[src/rtl/sts_pkg.sv]
package sts_pkg;

  localparam int NUM_TIMERS = 16;
  localparam int SLOT_W     = 4;
  localparam int TIME_W     = 48;
  localparam int IV_W       = 32;
  localparam int ORD_W      = 16;
  localparam int WIN_W      = 16;

  typedef enum logic [2:0] {
    MODE_CREATE  = 3'd0,
    MODE_DELETE  = 3'd1,
    MODE_READ    = 3'd2,
    MODE_WRITE   = 3'd3,
    MODE_ONESHOT = 3'd4,
    MODE_TICK    = 3'd5
  } mode_e;

  typedef enum logic [1:0] {
    ST_OK       = 2'd0,
    ST_NOTFOUND = 2'd1,
    ST_NOFREE   = 2'd2,
    ST_BADPARAM = 2'd3
  } status_e;

  typedef struct packed {
    logic [2:0]      mode;
    logic [3:0]      timer_slot;
    logic [IV_W-1:0] interval_ticks;
    logic            periodic;
  } in_word_t;

  typedef struct packed {
    logic [1:0]      status;
    logic [3:0]      result_slot;
    logic [IV_W-1:0] interval_out;
    logic            fired;
    logic            last;
  } out_word_t;

  typedef enum logic [3:0] {
    S_IDLE, S_EXEC, S_LIM, S_DUE, S_SEL_INIT, S_SEL, S_FIRE, S_NULL
  } state_e;

  typedef enum logic [3:0] {
    CMD_NONE, CMD_LOAD, CMD_EXEC, CMD_TIME, CMD_LIM, CMD_DUE,
    CMD_SEL_INIT, CMD_SEL, CMD_FIRE, CMD_NULL
  } cmd_e;

  typedef struct packed {
    cmd_e              cmd;
    logic [SLOT_W-1:0] idx;
  } dp_cmd_t;

  typedef struct packed {
    logic is_tick;
    logic due_any;
    logic due_more;
    logic out_free;
  } dp_stat_t;

endpackage

[src/rtl/sorted_timer_scheduler_unit.sv]
// channel  | valid       | stall        | word
// ---------+-------------+--------------+-------------
// input    | in_valid_i  | in_stall_o   | in_word_i
// output   | out_valid_o | out_stall_i  | out_word_o
// config   | cfg_we_i    | -            | cfg_wdata_i
//
// Non-tick commands: a new word is taken only when idle; its result word is loaded once the output is free.
// Tick: time step, due limit, a due scan over all 16 slots, then for each fired timer a
// slot-by-slot minimum search over the timer store; one null word when nothing fires.
// Reset clears time, arming count and valid bits; no clearing pass is needed.
// A stalled output word holds; the block stops while its result cannot be loaded.
module sorted_timer_scheduler_unit import sts_pkg::*; (
  input  logic             clk_i,
  input  logic             rst_ni,
  input  logic             in_valid_i,
  output logic             in_stall_o,
  input  in_word_t         in_word_i,
  output logic             out_valid_o,
  input  logic             out_stall_i,
  output out_word_t        out_word_o,
  input  logic             cfg_we_i,
  input  logic [WIN_W-1:0] cfg_wdata_i
);

  dp_cmd_t  cmd;
  dp_stat_t stat;

  sts_ctrl u_ctrl (
    .clk_i      (clk_i),
    .rst_ni     (rst_ni),
    .in_valid_i (in_valid_i),
    .in_stall_o (in_stall_o),
    .stat_i     (stat),
    .cmd_o      (cmd)
  );

  sts_dp u_dp (
    .clk_i       (clk_i),
    .rst_ni      (rst_ni),
    .in_word_i   (in_word_i),
    .cfg_we_i    (cfg_we_i),
    .cfg_wdata_i (cfg_wdata_i),
    .cmd_i       (cmd),
    .stat_o      (stat),
    .out_valid_o (out_valid_o),
    .out_stall_i (out_stall_i),
    .out_word_o  (out_word_o)
  );

endmodule

[src/rtl/sts_ctrl.sv]
module sts_ctrl import sts_pkg::*; (
  input  logic     clk_i,
  input  logic     rst_ni,
  input  logic     in_valid_i,
  output logic     in_stall_o,
  input  dp_stat_t stat_i,
  output dp_cmd_t  cmd_o
);

  state_e            state_q, state_d;
  logic [SLOT_W-1:0] idx_q, idx_d;
  logic              idx_end;

  assign idx_end = (idx_q == {SLOT_W{1'b1}});

  always_ff @(posedge clk_i or negedge rst_ni) begin
    if (!rst_ni) begin
      state_q <= S_IDLE;
      idx_q   <= '0;
    end else begin
      state_q <= state_d;
      idx_q   <= idx_d;
    end
  end

  always_comb begin
    state_d = state_q;
    idx_d   = idx_q;
    case (state_q)
      S_IDLE:     if (in_valid_i) state_d = S_EXEC;
      S_EXEC: begin
        if (stat_i.is_tick) state_d = S_LIM;
        else if (stat_i.out_free) state_d = S_IDLE;
      end
      S_LIM:      begin state_d = S_DUE; idx_d = '0; end
      S_DUE: begin
        idx_d = idx_q + 1'b1;
        if (idx_end) state_d = S_SEL_INIT;
      end
      S_SEL_INIT: state_d = stat_i.due_any ? S_SEL : S_NULL;
      S_SEL: begin
        idx_d = idx_q + 1'b1;
        if (idx_end) state_d = S_FIRE;
      end
      S_FIRE: begin
        if (stat_i.out_free) state_d = stat_i.due_more ? S_SEL : S_IDLE;
      end
      S_NULL:     if (stat_i.out_free) state_d = S_IDLE;
      default:    state_d = S_IDLE;
    endcase
  end

  always_comb begin
    cmd_o.cmd  = CMD_NONE;
    cmd_o.idx  = idx_q;
    in_stall_o = (state_q != S_IDLE);
    case (state_q)
      S_IDLE:     if (in_valid_i) cmd_o.cmd = CMD_LOAD;
      S_EXEC: begin
        if (stat_i.is_tick) cmd_o.cmd = CMD_TIME;
        else if (stat_i.out_free) cmd_o.cmd = CMD_EXEC;
      end
      S_LIM:      cmd_o.cmd = CMD_LIM;
      S_DUE:      cmd_o.cmd = CMD_DUE;
      S_SEL_INIT: cmd_o.cmd = CMD_SEL_INIT;
      S_SEL:      cmd_o.cmd = CMD_SEL;
      S_FIRE:     if (stat_i.out_free) cmd_o.cmd = CMD_FIRE;
      S_NULL:     if (stat_i.out_free) cmd_o.cmd = CMD_NULL;
      default:    cmd_o.cmd = CMD_NONE;
    endcase
  end

endmodule

[src/rtl/sts_dp.sv]
module sts_dp import sts_pkg::*; (
  input  logic             clk_i,
  input  logic             rst_ni,
  input  in_word_t         in_word_i,
  input  logic             cfg_we_i,
  input  logic [WIN_W-1:0] cfg_wdata_i,
  input  dp_cmd_t          cmd_i,
  output dp_stat_t         stat_o,
  output logic             out_valid_o,
  input  logic             out_stall_i,
  output out_word_t        out_word_o
);

  in_word_t          item_q;
  logic [WIN_W-1:0]  win_q;
  logic [TIME_W-1:0] time_q;
  logic [TIME_W-1:0] lim_q;
  logic [ORD_W-1:0]  arm_cnt_q;
  logic [NUM_TIMERS-1:0] valid_q;
  logic [NUM_TIMERS-1:0] due_q;
  logic [TIME_W-1:0] exp_q   [NUM_TIMERS];
  logic [IV_W-1:0]   iv_q    [NUM_TIMERS];
  logic              per_q   [NUM_TIMERS];
  logic [ORD_W-1:0]  ord_q   [NUM_TIMERS];

  logic              have_best_q;
  logic [SLOT_W-1:0] best_q;
  logic [TIME_W-1:0] best_exp_q;
  logic [ORD_W-1:0]  best_ord_q;

  logic              out_valid_q;
  out_word_t         out_q;

  logic              any_free;
  logic [SLOT_W-1:0] free_idx;
  logic [TIME_W:0]   lim_sum;
  logic              better;
  logic [NUM_TIMERS-1:0] best_oh;
  logic              emit;
  out_word_t         res;
  logic [SLOT_W-1:0] sl;
  logic [SLOT_W-1:0] ix;

  assign sl = item_q.timer_slot;
  assign ix = cmd_i.idx;

  // lowest free slot
  always_comb begin
    any_free = 1'b0;
    free_idx = '0;
    for (int i = NUM_TIMERS - 1; i >= 0; i--) begin
      if (!valid_q[i]) begin
        any_free = 1'b1;
        free_idx = SLOT_W'(i);
      end
    end
  end

  assign lim_sum = {1'b0, time_q} + {{(TIME_W + 1 - WIN_W){1'b0}}, win_q};
  assign better  = !have_best_q || (exp_q[ix] < best_exp_q) ||
                   ((exp_q[ix] == best_exp_q) && (ord_q[ix] < best_ord_q));
  assign best_oh = NUM_TIMERS'(1) << best_q;

  assign stat_o.is_tick  = (item_q.mode == MODE_TICK);
  assign stat_o.due_any  = |due_q;
  assign stat_o.due_more = |(due_q & ~best_oh);
  assign stat_o.out_free = !out_valid_q || !out_stall_i;

  // result word of the current command
  always_comb begin
    res  = '0;
    emit = 1'b0;
    res.last = 1'b1;
    case (cmd_i.cmd)
      CMD_EXEC: begin
        emit = 1'b1;
        case (item_q.mode)
          MODE_CREATE: begin
            if (item_q.interval_ticks == '0) res.status = ST_BADPARAM;
            else if (!any_free) res.status = ST_NOFREE;
            else res.result_slot = free_idx;
          end
          MODE_DELETE, MODE_WRITE, MODE_ONESHOT: begin
            if (!valid_q[sl]) res.status = ST_NOTFOUND;
          end
          MODE_READ: begin
            if (!valid_q[sl]) res.status = ST_NOTFOUND;
            else res.interval_out = iv_q[sl];
          end
          default: res.status = ST_BADPARAM;
        endcase
      end
      CMD_FIRE: begin
        emit = 1'b1;
        res.result_slot = best_q;
        res.fired = 1'b1;
        res.last = !stat_o.due_more;
      end
      CMD_NULL: emit = 1'b1;
      default:  emit = 1'b0;
    endcase
  end

  always_ff @(posedge clk_i or negedge rst_ni) begin
    if (!rst_ni) begin
      win_q       <= '0;
      time_q      <= '0;
      arm_cnt_q   <= '0;
      valid_q     <= '0;
      due_q       <= '0;
      have_best_q <= 1'b0;
      out_valid_q <= 1'b0;
    end else begin
      if (cfg_we_i) win_q <= cfg_wdata_i;
      if (emit) out_valid_q <= 1'b1;
      else if (!out_stall_i) out_valid_q <= 1'b0;
      case (cmd_i.cmd)
        CMD_EXEC: begin
          case (item_q.mode)
            MODE_CREATE: begin
              if (item_q.interval_ticks != '0 && any_free) begin
                valid_q[free_idx] <= 1'b1;
                arm_cnt_q         <= arm_cnt_q + 1'b1;
              end
            end
            MODE_DELETE: if (valid_q[sl]) valid_q[sl] <= 1'b0;
            default: ;
          endcase
        end
        CMD_TIME: time_q <= time_q + 1'b1;
        CMD_DUE:  due_q[ix] <= valid_q[ix] && (exp_q[ix] <= lim_q);
        CMD_SEL_INIT: have_best_q <= 1'b0;
        CMD_SEL: if (due_q[ix] && better) have_best_q <= 1'b1;
        CMD_FIRE: begin
          due_q[best_q] <= 1'b0;
          have_best_q   <= 1'b0;
          if (per_q[best_q]) arm_cnt_q <= arm_cnt_q + 1'b1;
          else valid_q[best_q] <= 1'b0;
        end
        default: ;
      endcase
    end
  end

  // payload registers and timer store
  always_ff @(posedge clk_i) begin
    if (emit) out_q <= res;
    case (cmd_i.cmd)
      CMD_LOAD: item_q <= in_word_i;
      CMD_EXEC: begin
        case (item_q.mode)
          MODE_CREATE: begin
            if (item_q.interval_ticks != '0 && any_free) begin
              iv_q[free_idx]  <= item_q.interval_ticks;
              per_q[free_idx] <= item_q.periodic;
              exp_q[free_idx] <= time_q + {{(TIME_W - IV_W){1'b0}}, item_q.interval_ticks};
              ord_q[free_idx] <= arm_cnt_q;
            end
          end
          MODE_WRITE:   if (valid_q[sl]) iv_q[sl] <= item_q.interval_ticks;
          MODE_ONESHOT: if (valid_q[sl]) per_q[sl] <= 1'b0;
          default: ;
        endcase
      end
      // saturate the due limit at the top of the time range
      CMD_LIM: lim_q <= lim_sum[TIME_W] ? {TIME_W{1'b1}} : lim_sum[TIME_W-1:0];
      CMD_SEL: begin
        if (due_q[ix] && better) begin
          best_q     <= ix;
          best_exp_q <= exp_q[ix];
          best_ord_q <= ord_q[ix];
        end
      end
      CMD_FIRE: begin
        if (per_q[best_q]) begin
          exp_q[best_q] <= time_q + {{(TIME_W - IV_W){1'b0}}, iv_q[best_q]};
          ord_q[best_q] <= arm_cnt_q;
        end
      end
      default: ;
    endcase
  end

  assign out_valid_o = out_valid_q;
  assign out_word_o  = out_q;

endmodule

[config.mk]
export PLATFORM = sky130hd
export DESIGN_NAME = sorted_timer_scheduler_unit
export DESIGN_NICKNAME = d
export VERILOG_FILES = /design/src/rtl/sts_pkg.sv /design/src/rtl/sorted_timer_scheduler_unit.sv /design/src/rtl/sts_ctrl.sv /design/src/rtl/sts_dp.sv
export SDC_FILE = /design/constraint.sdc
export NUM_CORES = 2
export LEC_CHECK = 0
export BUFFER_PORTS_ARGS = -buffer_cell sky130_fd_sc_hd__buf_2
export CORE_MARGIN = 4
export CORE_UTILIZATION = 30
export CTS_CLUSTER_DIAMETER = 150
export CTS_CLUSTER_SIZE = 28
export DETAILED_ROUTE_END_ITERATION = 7
export GPL_TIMING_DRIVEN = 0
export MAX_ROUTING_LAYER = met4
export PLACE_DENSITY = 0.43
export SLEW_MARGIN = 40
export SYNTH_ARGS = -nofsm -noshare
export SYNTH_HDL_FRONTEND = slang
export SYNTH_SLANG_ARGS = --single-unit
export TNS_END_PERCENT = 1
[constraint.sdc]
create_clock -name clk_i -period 16.1 [get_ports clk_i]
set_clock_uncertainty 0.2 [all_clocks]
set_input_delay 3.22 -clock clk_i [delete_from_list [all_inputs] [get_ports clk_i]]
set_output_delay 3.22 -clock clk_i [all_outputs]
set_load 0.1 [all_outputs]
; ---- Word level (Yosys, flattened, before mapping)
; Memory sizes are Yosys's and may differ from the RTL's. A register that Yosys moved wholly into a read port is not among the register bits.
; Cells that the tools add are included.
; Widths: inputs -> output; s select.
[classes]
n_reduce_logical = 41
shifts = 1
multipliers = 0
bitwise_logic = 8
n_eq_ne = 36
n_addsub = 6
n_lt_le_gt_ge = 11
n_mux = 115
n_div = 0
[ops]
columns = op, count
row1 = $mux 4, 34
row2 = $pmux 16 s2, 4
row3 = $mux 16, 7
row4 = $add 48x32->48, 2
row5 = $and 16x16->16, 4
row6 = $pmux 4 s8, 2
row7 = $add 48x16->49, 1
row8 = $add 48x1->48 const B, 1
row9 = $eq 48x48->1, 1
row10 = $le 48x48->1, 1
row11 = $lt 48x48->1, 1
row12 = $mux 1, 48
row13 = $mux 48, 1
row14 = $not 16->16, 3
row15 = $reduce_or 16->1, 3
row16 = $reduce_or 48->1, 1
row17 = $eq 4x3->1 const B, 8
row18 = $logic_not 32->1, 1
row19 = $mux 32, 1
row20 = $reduce_bool 32->1, 1
row21 = $reduce_or 32->1, 1
row22 = $lt 4x5->1 const B, 4
row23 = $add 16x1->16 const B, 1
row24 = $bwmux 16, 1
row25 = other kinds (37), 86
[word_totals]
out_inout_bits = 42
latch_bits = 0
romBits = 0
n_memories = 4
ramBits = 1552
word_cells = 243
register_bits = 286
[mem_list]
columns = memory, words, width, read_ports, rd_ports_with_merged_regs, write_ports, line_no
row1 = u_dp.exp_q, 16, 48, 1, 0, 1, sts_dp.sv:21  ; logic [TIME_W-1:0] exp_q [NUM_TIMERS];
row2 = u_dp.iv_q, 16, 32, 2, 2, 1, sts_dp.sv:22  ; logic [IV_W-1:0] iv_q [NUM_TIMERS];
row3 = u_dp.ord_q, 16, 16, 1, 0, 1, sts_dp.sv:24  ; logic [ORD_W-1:0] ord_q [NUM_TIMERS];
row4 = u_dp.per_q, 16, 1, 1, 1, 1, sts_dp.sv:23  ; logic per_q [NUM_TIMERS];

; ---- Logic depth before layout (Yosys ltp)
[depth]
depth_word = 24
ltp_mapped = 21
depth_no_buf = 19

; ---- Hierarchy
; Synthesis repeated with hierarchy kept, for this count alone.
[hier_totals]
hier_cells = 4407
hier_area_um2 = 82163.8
[by_module_without_submodules]
columns = mod, cells_per_inst, seq_area_each_um2, area_per_inst_um2, n_inst
row1 = sts_dp, 4334, 55423.2, 81563.2, 1
row2 = sts_ctrl, 73, 200.2, 600.6, 1

; ---- Worst setup path after synthesis
; OpenSTA, ideal clock, no wires.
[synth_path]
path_type = input-to-reg
start = input out_stall_i
end = memory u_dp.exp_q[12][0], enable pin
slack_ns = 8.061
setup_time_ns = 0.486
path_stages = 8
arrival_time_ns = 7.353
required_time_ns = 15.414
cell_sequence = nand2_1 > nand2_1 > or4_1 > buf_2 > or2_2 > nor2_1 > a21oi_1 > nor2_1
[synth_via]
elab_chain_cells = 10
[synth_lines]
columns = element, line_no
row1 = start: declaration, sorted_timer_scheduler_unit.sv:19  ; input logic out_stall_i,
row2 = $logic_not 1->1 (*), sts_dp.sv:67  ; assign stat_o.out_free = !out_valid_q || !out_stall_i;
row3 = $logic_or 1x1->1 (*), sts_dp.sv:67
row4 = $mux 2, sts_ctrl.sv:61  ; else if (stat_i.out_free) cmd_o.cmd = CMD_EXEC;
row5 = $mux 4, sts_ctrl.sv:60  ; if (stat_i.is_tick) cmd_o.cmd = CMD_TIME;
row6 = $pmux 4 s8 (*), sts_ctrl.sv:57  ; case (state_q)
row7 = $eq 4x4->1, sts_dp.sv:148  ; case (cmd_i.cmd)
row8 = $mux 1, sts_dp.sv:148
row9 = $mux 1 (implied by the code), sts_dp.sv:176  ; exp_q[best_q] <= time_q + {{(TIME_W - IV_W){1'b0}}, iv_q[best_q]};
row10 = $reduce_or 48->1 (no source line), -
row11 = $mux 4 (no source line) / $mux 1 (equally long branches), -
row12 = end: declaration, sts_dp.sv:21
; Mark *: on every way between the ends. The rest lies on a longest branch, timed or not.

; ---- Worst setup path in the final report
[layout_path]
start = input out_stall_i
end = memory u_dp.exp_q[9][36] (data pin)
[layout_via]
elab_chain_cells = 10
[layout_lines]
columns = element, line_no
row1 = $logic_not 1->1 (*), sts_dp.sv:67
row2 = $logic_or 1x1->1 (*), sts_dp.sv:67
row3 = $mux 2, sts_ctrl.sv:61
row4 = $mux 4, sts_ctrl.sv:60
row5 = $pmux 4 s8 (*), sts_ctrl.sv:57
row6 = $eq 4x4->1 (*), sts_dp.sv:148
row7 = $mux 1 (*), sts_dp.sv:148
row8 = $mux 1 (implied by the code) (*), sts_dp.sv:176
row9 = $reduce_or 48->1 (no source line) (*), -
row10 = $mux 48 (no source line) (*), -
; Marks and branches as above.

==> qor.txt <==
Via count: 44100
Synth unique cells: 80
Fin area: 94500 um^2
Reg clk slew, reported paths: 120 ps
R2R Path Start: u_ctrl.idx_q[0]
Slowest stage delay, CP: 680 ps
Synth async-reset ratio: 6.51%
CTS tree: yes
# fillers: 25400
Internal: 7.37 mW
P&R area growth vs syn: 14.9%
Status: complete, no violations
Worst-margin pin slew: 971 ps
Final nets: 5011
Total routed wirelength: 261000 um
Synthesis warning total: 0
Final hold vios: 0
Critical path required time: 16350 ps
Flop2flop setup slack: 8140 ps
Cells after Synth: 4401
Die Y: 532 um
Initial DRT Pass Iterations: 5
H-tree lvl count: 3
Vias in the first global route: 45300
CTS Hold Bufs: 0
Slew Limit Fails: 0
Combinational share of power: 23.3%
Number of enable flip-flop cells after synthesis: 1748
Non-Filler Instances: 8406
CP max-delay cell: buf_1
Setup TNS Final: 0 ps
Clock power share: 23.2%
Min-delay src: u_ctrl.idx_q[2]
Congestion Overflow GR: 0
Reg power frac: 53.5%
First-pass GRT wire length: 366000 um
Pwr Density: 112 nW/um^2
Top cell by count, worst path: nand2_1
Maximum VDD drop: 104 uV
Die area: 283000 um^2
Flops & latches, synth: 1874
Worst slew margin: 35.1%
Port Buffer Count: 101
Worst-Skew Late Latency: 780 ps
Placer Congestion: 0.856
CTS sink count: 1874
RSZ-0062 raised after global routing: false
Max_cap viols: 0
Final Cycle Share: 58.0%
# IOs: 103
GRT Resource Usage Total: 18.7%
Avg Vias per Cell: 5.24
Post-synthesis sequential area ratio: 67.6%
Root Driver: clkbuf_16
Worst path cell trace: buf_2 -> nand2_1 -> nand3b_1 -> or2_2 -> clkbuf_1 -> inv_1 -> nand2_1 -> buf_1 -> nand2_1 -> nand2_1 -> ha_1 -> inv_1 -> fa_1 -> nand2b_1 -> a21oi_1 -> o2111ai_1 -> a21oi_2 -> a211oi_1 -> nor2_2 -> nand2_1 -> xnor2_2
CTS Buffer Depth: 3
Cell area after synthesis: 82200 um^2
Kind of critical path: in -> reg
Hold Path End: u_dp.best_q[2]
Sw frac: 30.5%
Cell count of the worst reg-to-reg path: 17
Row count: 191
Die Width: 532 um
PostCTS Resize Cnt: 0
Critical Path End Type: flop
DRT antenna net count: 0
Hold path depth: 0
Layout cells sized above 1: 28.9%
CTS Buf Count: 76
Reg2reg end: u_dp.best_exp_q[17]
Top_reg_cell synth: edfxtp_1
Iter 0 DRT Violations: 4411
Hold Crit Class: reg -> reg
Starting Density: 30.3%
Static Leak: 30.7 nW
Pin count of the biggest net entering global routing: 58
Highest clock rate: 107 MHz
Net Switching: 3.23 mW
DR WL/cell: 31.0 um
Post-DP Area: 92100 um^2
CP Launch Type: primary input
Min Tclk post-route: 9340 ps
Antenna violations before repair: 16
Syn Area/Cell: 18.7 um^2
Crit Path Max Fanout: 16
Core Box Area: 272000 um^2
Drt drc: 0
Final number of setup-violating endpoints: 0
DP HPWL: 190000 um
Post-CTS Setup Bufs: 0
Inst Count DP: 8275
Syn nets: 4629
CP arrival: 9590 ps
-- per-layer routing --
| metal | GRT usage, % | wire, um |
|---|---|---|
| met5 | - | 0 |
| met2 | 30.8 | 129000 |
| met4 | 4.54 | 7560 |
| met3 | 1.79 | 8970 |
| met1 | 25.1 | 115000 |
-- worst max-delay path: cells and delay by family --
family                     cells  cell delay, ps
AOI/OAI and AO/OA              4            1190
xor gates and xnor gates       1             660
and+or+nand+nor                9            2500
buffers and inverters          5            1280
adders and majority gates      2             680
-- cell usage in the layout (no fill, tap or decap), drive strengths merged, types with 16 or more instances in the layout --
| cell type | instances |
|---|---|
| nor2 | 141 |
| edfxtp | 1748 |
| nand2b | 27 |
| or2 | 16 |
| a211oi | 28 |
| ha | 165 |
| o21ai | 99 |
| a21o | 39 |
| nor2b | 56 |
| mux4 | 659 |
| nor4 | 16 |
| and4 | 18 |
| dfrtp | 122 |
| and2 | 25 |
| and3 | 32 |
| nand3 | 55 |
| mux2 | 62 |
| a21oi | 136 |
| clkbuf | 263 |
| nand2 | 168 |
| xnor2 | 76 |
| o211ai | 26 |
| nor3 | 44 |
| buf | 391 |
| a31oi | 28 |
| xor2 | 39 |
| nand4 | 48 |
| inv | 152 |
-- power by group through the flow --
stage	logic [mW]	registers [mW]	clock network [mW]
2_1_floorplan	1.38	5.86	0
3_3_place_gp	2.40	5.80	0
3_5_place_dp	2.51	5.78	0
4_1_cts	2.52	5.67	2.55
5_1_grt	2.65	5.69	2.73
6_report	2.47	5.67	2.47
-- how the worst max path moves through the flow --
stage	startpoint	slack, ps	to	cells past startpoint
final	out_stall_i	6760	u_dp.exp_q[9][36]	21
after global routing	out_stall_i	6310	u_dp.exp_q[0][36]	21
after CTS	out_stall_i	6680	u_dp.exp_q[13][46]	21
after detailed placement	out_stall_i	5820	u_dp.exp_q[3][40]	21
after global placement	out_stall_i	1700	u_dp.exp_q[0][17]	10
after floorplan	out_stall_i	8060	u_dp.exp_q[12][0]	8
-- flip-flops by register name (all words and copies together), names as in the netlist, 16 cells and up, named ones only --
name             cells
u_dp.iv_q          512
u_dp.per_q          16
u_dp.valid_q        16
u_dp.due_q          16
u_dp.win_q          16
u_dp.time_q         48
u_dp.exp_q         768
u_dp.arm_cnt_q      16
u_dp.out_word_o     40
u_dp.ord_q         256
u_dp.lim_q          48
u_dp.item_q         36
u_dp.best_exp_q     48
u_dp.best_ord_q     16
-- Yosys cell counts (12+ instances only) --
cell | n | share of area (%)
nand4_1 | 48 | 0.37
nor4_1 | 16 | 0.12
o21ai_0 | 98 | 0.60
mux2_2 | 60 | 0.82
or2_2 | 16 | 0.12
mux4_2 | 659 | 18
inv_1 | 150 | 0.68
ha_1 | 165 | 2.5
nor3_1 | 43 | 0.26
o211ai_1 | 26 | 0.24
buf_2 | 40 | 0.24
o21a_1 | 12 | 0.11
a211oi_1 | 27 | 0.25
nor2b_1 | 55 | 0.42
and3_1 | 32 | 0.24
nand2_1 | 168 | 0.77
dfrtp_1 | 122 | 3.7
edfxtp_1 | 1748 | 64
buf_1 | 45 | 0.21
xor2_1 | 39 | 0.42
nand2b_1 | 27 | 0.21
a21o_1 | 39 | 0.36
nor2_1 | 141 | 0.64
xnor2_1 | 76 | 0.81
a21oi_1 | 136 | 0.83
nand3_1 | 55 | 0.33
and4_1 | 18 | 0.19
a31oi_1 | 28 | 0.21
and2_1 | 24 | 0.18
o21bai_1 | 12 | 0.11
clkbuf_1 | 142 | 0.65
-- cell families after synthesis --
| family | Yosys count | synth area share [%] |
|---|---|---|
| other | 1 | 0.00456 |
| AND/OR/NAND/NOR | 679 | 4.21 |
| flip-flops | 1874 | 67.6 |
| XOR/XNOR | 115 | 1.22 |
| multiplexers | 726 | 19.0 |
| buffers and inverters | 380 | 1.82 |
| adder cells (fa/ha/maj) | 167 | 2.56 |
| AO/OA/AOI/OAI | 459 | 3.57 |
-- metrics by stage --
stage / utilization, % / hold slack, ps / setup WS (ps) / total power [mW]
finish: 34.8 / 266 / 6760 / 10.6
global route: 34.8 / 282 / 6310 / 11.1
CTS: 34.7 / 270 / 6680 / 10.7
detailed placement: 33.9 / 240 / 5820 / 8.30
global placement: 32.1 / 231 / 1700 / 8.20
floorplan: - / 223 / 8060 / 7.24
-- cell type report --
class / count / area, um^2 / area share [%]
Multi-Input combinational cell: 2147 / 26000 / 27.5
Antenna cell: 3 / 7.51 / 0.00795
Clock buffer: 120 / 2070 / 2.19
Sequential cell: 1874 / 55600 / 58.9
Buffer: 230 / 1080 / 1.14
Timing Repair Buffer: 304 / 4570 / 4.84
Clock inverter: 8 / 116 / 0.123
Inverter: 150 / 568 / 0.601
Tap cell: 3570 / 4470 / 4.73
Power figures use the tool's default switching activity.
